### config.mk
export PLATFORM = sky130hd
export DESIGN_NAME = modular_exponentiation
export DESIGN_NICKNAME = d
export VERILOG_FILES = /design/src/rtl/mexp_pkg.sv /design/src/rtl/mexp_mulmod.sv /design/src/rtl/modular_exponentiation.sv
export SDC_FILE = /design/constraint.sdc
export NUM_CORES = 1
export LEC_CHECK = 0
export BUFFER_PORTS_ARGS = -buffer_cell sky130_fd_sc_hd__buf_2
export CAP_MARGIN = 5
export CORE_ASPECT_RATIO = 2
export CORE_MARGIN = 3
export CORE_UTILIZATION = 31
export CTS_CLUSTER_SIZE = 28
export DETAILED_ROUTE_END_ITERATION = 12
export GPL_TIMING_DRIVEN = 1
export HOLD_SLACK_MARGIN = 0.03
export SYNTH_ARGS = -nofsm -noshare
export SYNTH_HDL_FRONTEND = slang
export SYNTH_SLANG_ARGS = --single-unit
export TNS_END_PERCENT = 5
### constraint.sdc
create_clock -name clk -period 10.32 [get_ports clk]
set_input_delay 2.064 -clock clk [delete_from_list [all_inputs] [get_ports clk]]
set_output_delay 2.064 -clock clk [all_outputs]
set_load 0.1 [all_outputs]
### src/rtl/mexp_pkg.sv
// Shared constants for the modular exponentiation block.
package mexp_pkg;

	localparam longint unsigned RESET_MODULUS = 64'd1000000007;

	localparam logic KIND_POWER   = 1'b0;
	localparam logic KIND_INVERSE = 1'b1;

	localparam int unsigned MIN_PRIME_GAP = 2;

endpackage

### src/rtl/mexp_mulmod.sv
// Bit-serial interleaved modular multiplier: per multiplier bit, MSB first, a doubling step then an add step.
module mexp_mulmod #(
	parameter int MOD_BITS = 31
) (
	input  logic                clk,
	input  logic                arst_n,
	input  logic                go,
	input  logic [MOD_BITS-1:0] a,
	input  logic [MOD_BITS-1:0] b,
	input  logic [MOD_BITS-1:0] m,
	output logic [MOD_BITS-1:0] product,
	output logic                done
);

	localparam int CW = (MOD_BITS > 1) ? $clog2(MOD_BITS) : 1;

	logic                running_q;
	logic                phase_q;
	logic                done_q;
	logic [CW-1:0]       cnt_q;
	logic [MOD_BITS-1:0] r_q;
	logic [MOD_BITS-1:0] a_q;
	logic [MOD_BITS-1:0] b_q;

	logic [MOD_BITS:0]   dbl;
	logic [MOD_BITS:0]   sum;
	logic [MOD_BITS:0]   mx;
	logic [MOD_BITS:0]   pick;
	logic [MOD_BITS:0]   red;

	always_comb begin
		mx   = {1'b0, m};
		dbl  = {r_q, 1'b0};
		sum  = {1'b0, r_q} + (b_q[MOD_BITS-1] ? {1'b0, a_q} : '0);
		pick = phase_q ? sum : dbl;
		red  = (pick >= mx) ? (pick - mx) : pick;
	end

	always_ff @(posedge clk or negedge arst_n) begin
		if (!arst_n) begin
			running_q <= 1'b0;
			phase_q   <= 1'b0;
			done_q    <= 1'b0;
			cnt_q     <= '0;
		end else begin
			done_q <= 1'b0;
			if (go) begin
				running_q <= 1'b1;
				phase_q   <= 1'b0;
				cnt_q     <= CW'(MOD_BITS - 1);
			end else if (running_q) begin
				phase_q <= ~phase_q;
				if (phase_q) begin
					if (cnt_q == '0) begin
						running_q <= 1'b0;
						done_q    <= 1'b1;
					end else begin
						cnt_q <= cnt_q - 1'b1;
					end
				end
			end
		end
	end

	always_ff @(posedge clk) begin
		if (go) begin
			r_q <= '0;
			a_q <= a;
			b_q <= b;
		end else if (running_q) begin
			r_q <= red[MOD_BITS-1:0];
			if (phase_q) begin
				b_q <= {b_q[MOD_BITS-2:0], 1'b0};
			end
		end
	end

	assign product = r_q;
	assign done    = done_q;

endmodule

### src/rtl/modular_exponentiation.sv
// Top level: right-to-left square-and-multiply modular exponentiation.
//
// Usage:
//   Write the modulus on the cfg channel (cfg_valid/cfg_ready, one beat, data
//   on cfg_data) while the block is idle and start is low; reset loads
//   1000000007.
//   Issue a command by raising start with kind, base_value and exponent; it
//   is taken at a clock edge where busy is low. kind 0 raises base_value to
//   exponent, kind 1 uses exponent = modulus - 2 (inverse for a prime
//   modulus). result is shown for one cycle under result_valid, after which
//   busy drops and the next command may be taken.
// Timing:
//   One shared bit-serial multiplier does all the work, one modular product
//   at a time. A command costs one base reduction, then per exponent bit one
//   squaring plus one multiply where the bit is set; the strobe follows the
//   last squaring, and busy drops after the strobe. A zero modulus strobes 0
//   in the next cycle. Reset drops any command in flight without a result.
//   The receiver cannot stall: result_valid is a one-cycle strobe.
module modular_exponentiation #(
	parameter int MOD_BITS = 31,
	parameter int EXP_BITS = 32
) (
	input  logic                clk,
	input  logic                arst_n,
	input  logic                start,
	output logic                busy,
	input  logic                kind,
	input  logic [MOD_BITS-1:0] base_value,
	input  logic [EXP_BITS-1:0] exponent,
	output logic                result_valid,
	output logic [MOD_BITS-1:0] result,
	input  logic                cfg_valid,
	output logic                cfg_ready,
	input  logic [MOD_BITS-1:0] cfg_data
);

	localparam logic [2:0] ST_IDLE = 3'd0;
	localparam logic [2:0] ST_RED  = 3'd1;
	localparam logic [2:0] ST_ACC  = 3'd2;
	localparam logic [2:0] ST_SQ   = 3'd3;
	localparam logic [2:0] ST_DONE = 3'd4;

	localparam int EW = (EXP_BITS > 1) ? $clog2(EXP_BITS) : 1;

	logic [2:0]          state_q;
	logic [MOD_BITS-1:0] mod_q;
	logic [MOD_BITS-1:0] acc_q;
	logic [MOD_BITS-1:0] sq_q;
	logic [MOD_BITS-1:0] base_q;
	logic [EXP_BITS-1:0] exp_q;
	logic [EW-1:0]       cnt_q;
	logic                go_q;

	logic                accept;
	logic [MOD_BITS-1:0] one_mod;
	logic [MOD_BITS-1:0] mod_less2;
	logic [EXP_BITS-1:0] inv_exp;
	logic [EXP_BITS-1:0] new_exp;
	logic [MOD_BITS-1:0] mm_a;
	logic [MOD_BITS-1:0] mm_b;
	logic [MOD_BITS-1:0] mm_p;
	logic                mm_done;

	assign accept    = start && !busy;
	assign busy      = (state_q != ST_IDLE);
	assign cfg_ready = !busy && !start;

	always_comb begin
		one_mod   = (mod_q == MOD_BITS'(1)) ? '0 : MOD_BITS'(1);
		mod_less2 = (mod_q >= MOD_BITS'(mexp_pkg::MIN_PRIME_GAP))
			? (mod_q - MOD_BITS'(mexp_pkg::MIN_PRIME_GAP)) : '0;
		inv_exp   = EXP_BITS'({{EXP_BITS{1'b0}}, mod_less2});
		new_exp   = (kind == mexp_pkg::KIND_INVERSE) ? inv_exp : exponent;
	end

	always_comb begin
		unique case (state_q)
			ST_RED: begin
				mm_a = one_mod;
				mm_b = base_q;
			end
			ST_ACC: begin
				mm_a = sq_q;
				mm_b = acc_q;
			end
			default: begin
				mm_a = sq_q;
				mm_b = sq_q;
			end
		endcase
	end

	mexp_mulmod #(
		.MOD_BITS(MOD_BITS)
	) u_mulmod (
		.clk    (clk),
		.arst_n (arst_n),
		.go     (go_q),
		.a      (mm_a),
		.b      (mm_b),
		.m      (mod_q),
		.product(mm_p),
		.done   (mm_done)
	);

	always_ff @(posedge clk or negedge arst_n) begin
		if (!arst_n) begin
			state_q <= ST_IDLE;
			mod_q   <= MOD_BITS'(mexp_pkg::RESET_MODULUS);
			go_q    <= 1'b0;
			cnt_q   <= '0;
		end else begin
			go_q <= 1'b0;
			if (cfg_valid && cfg_ready) begin
				mod_q <= cfg_data;
			end
			unique case (state_q)
				ST_IDLE: begin
					if (accept) begin
						if (mod_q == '0) begin
							state_q <= ST_DONE;
						end else begin
							state_q <= ST_RED;
							go_q    <= 1'b1;
						end
					end
				end
				ST_RED: begin
					if (mm_done) begin
						cnt_q   <= '0;
						go_q    <= 1'b1;
						state_q <= exp_q[0] ? ST_ACC : ST_SQ;
					end
				end
				ST_ACC: begin
					if (mm_done) begin
						go_q    <= 1'b1;
						state_q <= ST_SQ;
					end
				end
				ST_SQ: begin
					if (mm_done) begin
						if (cnt_q == EW'(EXP_BITS - 1)) begin
							state_q <= ST_DONE;
						end else begin
							cnt_q   <= cnt_q + 1'b1;
							go_q    <= 1'b1;
							state_q <= (EXP_BITS > 1 && exp_q[EXP_BITS > 1 ? 1 : 0])
								? ST_ACC : ST_SQ;
						end
					end
				end
				ST_DONE: begin
					state_q <= ST_IDLE;
				end
				default: begin
					state_q <= ST_IDLE;
				end
			endcase
		end
	end

	always_ff @(posedge clk) begin
		if (accept) begin
			base_q <= base_value;
			exp_q  <= new_exp;
			acc_q  <= (mod_q == '0) ? '0 : one_mod;
		end else if (mm_done) begin
			if (state_q == ST_RED) begin
				sq_q <= mm_p;
			end else if (state_q == ST_ACC) begin
				acc_q <= mm_p;
			end else if (state_q == ST_SQ) begin
				sq_q  <= mm_p;
				exp_q <= exp_q >> 1;
			end
		end
	end

	assign result_valid = (state_q == ST_DONE);
	assign result       = acc_q;

`ifndef SYNTHESIS
	a_result_reduced: assert property (@(posedge clk) disable iff (!arst_n)
		result_valid && (mod_q != '0) |-> (result < mod_q))
		else $error("result not reduced below modulus");

	a_accept_busy: assert property (@(posedge clk) disable iff (!arst_n)
		accept |=> busy)
		else $error("command taken but block not busy");

	a_strobe_single: assert property (@(posedge clk) disable iff (!arst_n)
		result_valid |=> !result_valid)
		else $error("result strobe longer than one cycle");

	a_done_in_work: assert property (@(posedge clk) disable iff (!arst_n)
		mm_done |-> (state_q == ST_RED || state_q == ST_ACC || state_q == ST_SQ))
		else $error("multiplier finished outside a working state");
`endif

endmodule
==> flow_summary.json, run 1 <==
{
  "status": "finished, final reports clean",
  "holdBufCountCts": 0,
  "yosysUniqueCellTypes": 83,
  "layout-drive-gt1-share_pct": 16.6,
  "critPathMaxFanout": 33,
  "fp.dieH_microns": 323,
  "grt_use_total_pct": 17.3,
  "min_period_ns": 6.48,
  "cts_buffers": 28,
  "top_layer": "met4",
  "viasPerCell": 5.33,
  "relSlewSlack_pct": 24.3,
  "seqCellArea_sq_um": 7460,
  "route.antenna.remaining_nets": 0,
  "met3_length_microns": 1830,
  "num_antenna_cells": 0,
  "grt_max_degree": 69,
  "synth_seq_cells": 266,
  "synth-warning-count": 0,
  "cts_setup_buffers": 0,
  "tightest_slew_ns": 1.13,
  "cp_data_required_time_ns": 10.79,
  "root_buffer": "clkbuf_16",
  "fin_nets": 1804,
  "synth-main-ff-cell": "edfxtp_1",
  "avgSynthCellArea_sq_um": 10.1,
  "io_buffers": 132,
  "routed_wl_microns": 46900,
  "min_path_cells": 0,
  "clk_latency_ns": 0.57,
  "finalHoldViolCount": 0,
  "wl_per_cell_microns": 20.4,
  "dr.pass1.iters": 5,
  "rsz0062_at_grt": "false",
  "fp.dieArea_sq_um": 53300,
  "grt_pass1_wl_microns": 72200,
  "hold_path_class": "flop to flop",
  "path_buf_inv": 1,
  "crit_path_end_kind": "flop",
  "arrival_ns": 6.96,
  "worst_hold_slack_ns": 0.471,
  "skew_ns": 0.0153,
  "finalSetupTns_ns": 0,
  "gr-total-overflow": 0,
  "dr_total_vias": 12300,
  "path_cells": "and2_1 > ha_1 > fa_1 > a211oi_1 > o21ai_1 > a2111o_1 > a21oi_1 > o2bb2ai_1 > mux2i_1 > or2_2 > ha_1 > nand4_1 > nor4_1 > nand3_1 > nand4_1 > o21ai_1 > o2111ai_4 > buf_4 > nand3_1 > a311oi_1",
  "crit_family": "compound AO/OA/AOI/OAI gates",
  "maxCapViolCount": 0,
  "h-tree-depth": 1,
  "start_util_pct": 31.6,
  "num_rows": 115,
  "clk_pin_slew_worst_paths_ns": 0.06,
  "synthArstFlopShare_pct": 18.0,
  "crit_cells": 20,
  "coreArea_sq_um": 49500,
  "area_growth_pct": 14.0,
  "synth_edf_count": 187,
  "drt_iter0_markers": 699,
  "synthesis.area_sq_um": 15600,
  "drcViolationCount": 0,
  "met2_length_microns": 24400,
  "period_share_pct": 62.8,
  "reg2reg_depth": 20,
  "grt_antenna_before_repair": 0,
  "multi_input_area_sq_um": 7590,
  "first_global_vias": 12500,
  "syn_nets": 1713,
  "critPathSlowestCell": "edfxtp_1",
  "critPathKind": "flop to flop",
  "synth_cells": 1545,
  "met1Wirelength_microns": 18100,
  "fmaxAchievable_ghz": 0.154,
  "maxSlewViolCount": 0,
  "dp_hpwl_microns": 35300,
  "clk_path_buf_depth": 3,
  "cts_tree": "built",
  "slowest_delay_ns": 0.73,
  "synth_seq_area_share_pct": 47.7,
  "fillers": 5074,
  "die_w_microns": 165,
  "place_congestion": 0.902,
  "postCtsResizedCells": 0,
  "setup_violations": 0,
  "ios": 133,
  "start_kind": "flop",
  "clock-sinks": 266
}
-- cells in the final DEF, fill, tap and decap left out, drive strengths merged, types with 42 or more instances in the layout --
master and n:
a31oi 42, ha 67, and2 62, o21ai 76
a21oi 105, edfxtp 187, nor2 113, inv 64
mux2 44, xnor2 54, nand2 119, buf 146
-- flip-flops by register name (all words and copies together), names as in the netlist, 31 cells and up --
signal and cells:
exp_q 32, result 31, u_mulmod.a_q 31, u_mulmod.product 31
base_q 31, sq_q 31, u_mulmod.b_q 31, mod_q 31
-- layer usage --
metal | up-vias | GRT usage (%)
li1 | 5920 | -
met1 | 5909 | 19.2
met2 | 328 | 32.1
met3 | 106 | 1.88
met4 | 0 | 8.68
met5 | - | 0
-- final cells by class --
class / count / share of cell area (%)
multi-input cells: 1129 / 42.6
clock inverters: 21 / 1.17
clock buffers: 31 / 4.12
repair buffers: 146 / 4.30
flip-flops and latches: 266 / 41.9
inverters: 65 / 1.37
well taps: 643 / 4.52
-- metrics by stage --
step                instances  setup WS (ns)  utilization [%]  area (sq um)
finish                   2301           3.84             36.0         17800
global route             2301           3.54             36.0         17800
CTS                      2301           3.92             36.0         17800
detailed placement       2249           3.92             34.1         16900
global placement         2249           4.08             34.1         16900
floorplan                1545           4.91                -         15600
-- logic make-up after synthesis --
family / count (synthesis) / synth area share (%)
AO/OA/AOI/OAI: 418 / 17.8
XOR/XNOR: 62 / 3.48
adder cells (fa/ha/maj): 69 / 5.62
buffers and inverters: 150 / 3.88
flip-flops: 266 / 47.7
multiplexers: 64 / 4.45
AND/OR/NAND/NOR: 516 / 17.1
-- worst paths after layout --
path | to | slack [ns] | from
worst max-delay path | u_mulmod.product[11]$_SDFFE_PP0P_ | 3.84 | u_mulmod.b_q[30]$_DFFE_PP_
min in group asynchronous | u_mulmod.cnt_q[2]$_DFFE_PN0P_ | 1.61 | arst_n
worst max register to register | u_mulmod.product[11]$_SDFFE_PP0P_ | 3.84 | u_mulmod.b_q[30]$_DFFE_PP_
max in group asynchronous | go_q$_DFF_PN0_ | 8.13 | arst_n
worst min register to register | sq_q[24]$_DFFE_PP_ | 0.47 | u_mulmod.product[24]$_SDFFE_PP0P_
worst min-delay path | sq_q[24]$_DFFE_PP_ | 0.47 | u_mulmod.product[24]$_SDFFE_PP0P_
-- cells in the mapped netlist (8+ instances only) --
| cell | n | area (sq um) |
|---|---|---|
| nor3b_1 | 36 | 270 |
| inv_1 | 64 | 240 |
| nand4_1 | 21 | 131 |
| ha_1 | 67 | 838 |
| a21oi_1 | 105 | 526 |
| buf_2 | 8 | 40.0 |
| or3_1 | 10 | 62.6 |
| nor4_1 | 12 | 75.1 |
| and3_1 | 9 | 56.3 |
| a31oi_1 | 42 | 263 |
| clkbuf_1 | 71 | 267 |
| a211oi_1 | 24 | 180 |
| a22oi_1 | 35 | 263 |
| a311oi_1 | 11 | 96.3 |
| o21a_1 | 13 | 97.6 |
| nand3b_1 | 8 | 60.1 |
| dfxtp_1 | 31 | 621 |
| o21bai_1 | 17 | 128 |
| nor2b_1 | 37 | 231 |
| nand3_1 | 37 | 185 |
| nor2_1 | 113 | 424 |
| xor2_1 | 8 | 70.1 |
| a21o_1 | 28 | 210 |
| xnor2_1 | 54 | 473 |
| dfrtp_1 | 32 | 801 |
| dfstp_2 | 16 | 420 |
| nor3_1 | 27 | 135 |
| nand2_1 | 119 | 447 |
| and2_1 | 62 | 388 |
| nand2b_1 | 9 | 56.3 |
| o21ai_1 | 35 | 175 |
| mux2i_1 | 20 | 200 |
| edfxtp_1 | 187 | 5620 |
| o21ai_0 | 40 | 200 |
| mux2_2 | 44 | 495 |
Power of run 1 is left out: the tool's default activity adds up to more than one toggle a clock period on the data nets, which glitch-free logic cannot reach.
==> inputs of run 2 (changes only) <==
==> constraint.sdc (replaced) <==
create_clock -name clk -period 5.7 [get_ports clk]
set_input_delay 1.14 -clock clk [delete_from_list [all_inputs] [get_ports clk]]
set_output_delay 1.14 -clock clk [all_outputs]
set_load 0.1 [all_outputs]
==> run 2 against run 1 <==
Net effect: core utilization rose by 0.32 points; critical path depth down 1; via count decreased by 0.34%; worst hold slack gained 0.016 ns; largest cell class unchanged; die area unchanged; first-iteration DRC count is 0.43% lower; critical endpoint is now u_mulmod.product[21]$_SDFFE_PP0P_; setup slack lost 3.5 ns; non-clock buffer count is 19 higher.
==> flow_summary.json, run 2 (synthesis results as in run 1) <==
{
  "period_share_pct": 94.8,
  "clk_path_buf_depth": 3,
  "cp-startpoint": "u_mulmod.b_q[30]$_DFFE_PP_",
  "final_common_cell": "edfxtp_1",
  "cp_data_required_time_ns": 6.18,
  "dr_total_vias": 12200,
  "routed_wl_microns": 46900,
  "clock-sinks": 266,
  "grt_pass1_wl_microns": 72200,
  "place_congestion": 0.887,
  "route.antenna.remaining_nets": 0,
  "fin_nets": 1823,
  "crit_path_end_kind": "flop",
  "maxCapViolCount": 0,
  "gr-total-overflow": 0,
  "cts_tree": "built",
  "grt_max_degree": 71,
  "largest_reg_flops": 32,
  "fp.dieH_microns": 323,
  "status": "finished, final reports clean",
  "relSlewSlack_pct": 24.0,
  "min_period_ns": 5.41,
  "cts_setup_buffers": 0,
  "num_rows": 115,
  "critPathKind": "flop to flop",
  "coreArea_sq_um": 49500,
  "maxSlewViolCount": 0,
  "final_cells": 2319,
  "h-tree-depth": 1,
  "start_kind": "flop",
  "grt_use_total_pct": 17.3,
  "rrSetupSlack_ns": 0.29,
  "die_w_microns": 165,
  "hold_path_class": "flop to flop",
  "first_global_vias": 12600,
  "num_antenna_cells": 0,
  "mostFrequentLayoutCells": "edfxtp_1, buf_2, nand2_1, nor2_1, a21oi_1",
  "skew_ns": 0.0157,
  "viasPerCell": 5.27,
  "cts_buffers": 28,
  "path_cells": "buf_4 > and2_1 > fa_1 > a211oi_1 > o21ai_1 > a2111o_1 > and3_1 > or4_1 > nand3_1 > ha_1 > a21o_1 > a21oi_1 > nand4_1 > o21ai_1 > o2111ai_4 > buf_12 > buf_4 > mux2i_1 > a211oi_1",
  "finalHoldViolCount": 0,
  "dr.pass1.iters": 5,
  "dp_hpwl_microns": 35700,
  "dp_cells": 2268,
  "critPathSlowestCell": "or4_1",
  "area_growth_pct": 15.0,
  "drcViolationCount": 0,
  "start_util_pct": 31.6,
  "rsz0062_at_grt": "true",
  "arrival_ns": 5.89,
  "clk_pin_slew_worst_paths_ns": 0.07,
  "reg2reg_depth": 19,
  "ios": 133,
  "fmaxAchievable_ghz": 0.185,
  "critPathMaxFanout": 31,
  "io_buffers": 132,
  "layout-drive-gt1-share_pct": 17.8,
  "r2r-start": "u_mulmod.b_q[30]$_DFFE_PP_",
  "clk_latency_ns": 0.57,
  "top_register": "exp_q",
  "wl_per_cell_microns": 20.2,
  "setup_violations": 0,
  "regToRegEndpoint": "u_mulmod.product[21]$_SDFFE_PP0P_",
  "grt_antenna_before_repair": 0,
  "root_buffer": "clkbuf_16",
  "slowest_delay_ns": 0.54,
  "fp.dieArea_sq_um": 53300,
  "cp-endpoint": "u_mulmod.product[21]$_SDFFE_PP0P_",
  "tightest_slew_ns": 1.14,
  "drt_iter0_markers": 696
}
run 2: worst min path at each step:
stage | startpoint | cells past startpoint | slack [ns] | to
2_1_floorplan | u_mulmod.product[24]$_SDFFE_PP0P_ | 0 | 0.44 | sq_q[24]$_DFFE_PP_
3_3_place_gp | cnt_q[3]$_DFFE_PN0P_ | 1 | 0.46 | cnt_q[3]$_DFFE_PN0P_
6_report | cnt_q[3]$_DFFE_PN0P_ | 1 | 0.49 | cnt_q[3]$_DFFE_PN0P_
5_1_grt | u_mulmod.product[24]$_SDFFE_PP0P_ | 0 | 0.51 | sq_q[24]$_DFFE_PP_
3_5_place_dp | cnt_q[3]$_DFFE_PN0P_ | 1 | 0.47 | cnt_q[3]$_DFFE_PN0P_
4_1_cts | cnt_q[3]$_DFFE_PN0P_ | 1 | 0.48 | cnt_q[3]$_DFFE_PN0P_
run 2: cell type report:
cell class	count	area (sq um)
Multi-Input combinational cell	1129	7620
Fill cell	5060	31500
Clock buffer	32	737
Tap cell	643	805
Timing Repair Buffer	165	921
Sequential cell	266	7460
Inverter	65	244
Clock inverter	19	180
run 2: metal layers:
metal  track usage (%)  vias up  part of all wire (%)
met5                 0        -                     0
li1                  -     5959                     -
met1              19.2     5893                    38
met3              1.85       83                   3.7
met2              33.3      286                    54
met4              6.55        0                   3.9
run 2: repair_timing:
item / CTS / global route
gates resized for setup: 0 / 6
hold buffers: 0 / 0
setup endpoints to repair: 0 / 30
run 2: metrics by stage:
stage | setup WS [ns] | hold WS, ns | setup TNS [ns] | util [%] | cell area, sq um
CTS | 0.0907 | 0.483 | 0 | 36.2 | 17900
global placement | 0.210 | 0.464 | 0 | 34.4 | 17000
detailed placement | 0.122 | 0.468 | 0 | 34.4 | 17000
finish | 0.294 | 0.487 | 0 | 36.3 | 18000
global route | -0.00295 | 0.509 | -0.00295 | 36.3 | 18000
floorplan | 0.771 | 0.437 | 0 | - | 15600
run 2: worst max-delay path: cells and delay by family, from the launching register on:
| family | cells | cell delay (ns) |
|---|---|---|
| fa+ha+maj | 2 | 0.82 |
| compound gates | 8 | 2.09 |
| buf+inv | 3 | 0.59 |
| mux | 1 | 0.12 |
| simple gates | 5 | 1.24 |
| flops | 1 | 0.42 |
Power of run 2 is left out for the same reason.
==> inputs of run 3 (changes only) <==
--- a/config.mk
+++ b/config.mk
@@ -9,7 +9,7 @@
 export CAP_MARGIN = 5
 export CORE_ASPECT_RATIO = 2
 export CORE_MARGIN = 3
-export CORE_UTILIZATION = 31
+export CORE_UTILIZATION = 40
 export CTS_CLUSTER_SIZE = 28
 export DETAILED_ROUTE_END_ITERATION = 12
 export GPL_TIMING_DRIVEN = 1
==> constraint.sdc (replaced) <==
create_clock -name clk -period 5.7 [get_ports clk]
set_input_delay 0.285 -clock clk [delete_from_list [all_inputs] [get_ports clk]]
set_output_delay 0.285 -clock clk [all_outputs]
set_load 0.1 [all_outputs]
==> run 3 against run 2 <==
Net effect: core utilization is 12 points higher; maximum frequency is 2.0% higher; highest routed layer unchanged; sequential share of layout area fell by 1.3 points; die area is 22% lower; cell count fell by 2.3%; sequential cell count unchanged; design area rose by 3.2%.
==> flow_summary.json, run 3 (synthesis results as in run 1) <==
{
  "finalHoldViolCount": 0,
  "p_switching_mw": 6.18,
  "hold_path.startpoint": "exponent[31]",
  "grt_max_degree": 72,
  "r2r-start": "u_mulmod.b_q[30]$_DFFE_PP_",
  "clk_latency_ns": 0.56,
  "die_w_microns": 146,
  "clock-sinks": 266,
  "seqCellArea_sq_um": 7460,
  "coreArea_sq_um": 38300,
  "power_mw": 13.7,
  "tightest_slew_ns": 1.11,
  "ios": 133,
  "finish.utilization_pct": 48.4,
  "ir_drop_mv": 0.388,
  "fillers": 3609,
  "mostFrequentLayoutCells": "edfxtp_1, buf_2, nand2_1, nor2_1, a21oi_1",
  "fp.dieH_microns": 285,
  "gr-total-overflow": 0,
  "start_kind": "flop",
  "multi_input_area_sq_um": 7590,
  "status": "finished, final reports clean",
  "first_global_vias": 12900,
  "cp-startpoint": "u_mulmod.b_q[30]$_DFFE_PP_",
  "clk_path_buf_depth": 3,
  "layout-drive-gt1-share_pct": 17.5,
  "min_period_ns": 5.30,
  "place_congestion": 0.924,
  "io_buffers": 132,
  "drcViolationCount": 0,
  "dp_hpwl_microns": 34300,
  "worst_hold_slack_ns": 0.101,
  "maxSlewViolCount": 0,
  "num_rows": 101,
  "fp.dieArea_sq_um": 41600,
  "num_antenna_cells": 0,
  "p_int_mw": 7.54,
  "leakage_nw": 7.21,
  "dr_total_vias": 12500,
  "grt_antenna_before_repair": 0,
  "skew_ns": 0.0189,
  "route.antenna.remaining_nets": 0,
  "maxCapViolCount": 0,
  "p_seq_share_pct": 24.1,
  "fmaxAchievable_ghz": 0.189,
  "critPathMaxFanout": 33,
  "met1Wirelength_microns": 17600,
  "met2_length_microns": 24600,
  "met3_length_microns": 1490,
  "hold_path_class": "input port to flop",
  "top_layer": "met4",
  "swShare_pct": 45.1,
  "dr.pass1.iters": 5,
  "rrSetupSlack_ns": 0.40,
  "area_growth_pct": 18.7,
  "power_density_nw_per_um2": 740,
  "pwr-share-comb_pct": 61.7,
  "period_share_pct": 93.0,
  "crit_path_end_kind": "flop",
  "largest_reg_flops": 32,
  "p_clk_share_pct": 14.2,
  "grt_use_total_pct": 21.3,
  "routed_wl_microns": 45600,
  "cts_buffers": 27,
  "relSlewSlack_pct": 25.5,
  "path_cells": "buf_4 > and2_1 > fa_1 > a211oi_1 > o21ai_1 > a2111o_1 > a21oi_1 > nor3_1 > or3_1 > ha_1 > nand4_1 > o21bai_1 > a31oi_1 > buf_4 > o21ai_1 > o2111ai_4 > buf_12 > a21oi_1 > a221oi_1",
  "drt_iter0_markers": 630,
  "top_register": "exp_q",
  "root_buffer": "clkbuf_16",
  "critPathKind": "flop to flop",
  "cts_tree": "built",
  "grt_pass1_wl_microns": 71400,
  "setup_violations": 0,
  "fin_nets": 1898,
  "start_util_pct": 40.8,
  "h-tree-depth": 1,
  "viasPerCell": 5.51,
  "dp_slack_ns": 0.430,
  "critPathSlowestCell": "a2111o_1",
  "finalWorstSetupSlack_ns": 0.398,
  "clk_pin_slew_worst_paths_ns": 0.07,
  "final_common_cell": "edfxtp_1",
  "arrival_ns": 5.75,
  "wl_per_cell_microns": 20.1,
  "postCtsResizedCells": 0,
  "cp_data_required_time_ns": 6.15,
  "slowest_delay_ns": 0.47,
  "finalSetupTns_ns": 0,
  "rsz0062_at_grt": "false"
}
run 3: power by group through the flow:
| stage | Sequential (mW) | Combinational [mW] | Clock (mW) |
|---|---|---|---|
| after floorplan | 3.21 | 6.24 | 0 |
| after global placement | 3.34 | 8.26 | 0 |
| after detailed placement | 3.34 | 8.37 | 0 |
| after CTS | 3.31 | 8.44 | 2.00 |
| after global routing | 3.37 | 9.28 | 2.07 |
| final | 3.31 | 8.46 | 1.95 |
run 3: per-layer routing:
layer	global-route usage, %	vias up
li1	-	6103
met1	23.7	5991
met2	41.2	312
met3	2.00	83
met4	8.63	0
met5	0	-
run 3: what timing repair did:
item,4_1_cts,5_1_grt
hold endpoints to repair,94,0
buffers inserted,0,0
hold buffers,63,0
run 3: path summary, 6_finish.rpt:
path / to / depth (start not counted)
min in group asynchronous: cnt_q[1]$_DFFE_PN0P_ / 3
min: exp_q[31]$_SDFFCE_PP0P_ / 2
max in group asynchronous: go_q$_DFF_PN0_ / 3
max: u_mulmod.product[24]$_SDFFE_PP0P_ / 19
min reg2reg: cnt_q[3]$_DFFE_PN0P_ / 1
max reg2reg: u_mulmod.product[24]$_SDFFE_PP0P_ / 19
run 3: critical path: cells and delay by family (launching register included):
kind,cells,cell delay [ns]
compound gates,10,2.35
fa+ha+maj,2,0.89
buf+inv,3,0.61
flops,1,0.41
simple gates,4,0.92
run 3: final cells by class:
| class | count | area share (%) |
|---|---|---|
| tap | 515 | 3.48 |
| multi-input combinational | 1129 | 40.9 |
| inverter | 65 | 1.32 |
| clock buffer | 31 | 3.78 |
| sequential | 266 | 40.2 |
| timing repair buffer | 241 | 8.90 |
| clock inverter | 18 | 1.37 |
run 3: metrics by stage:
stage / area (sq um) / std cells
after floorplan: 15600 / 1545
after global placement: 17000 / 2153
after detailed placement: 17000 / 2153
after CTS: 18500 / 2265
after global routing: 18500 / 2265
final: 18500 / 2265
Power figures use the tool's default switching activity.
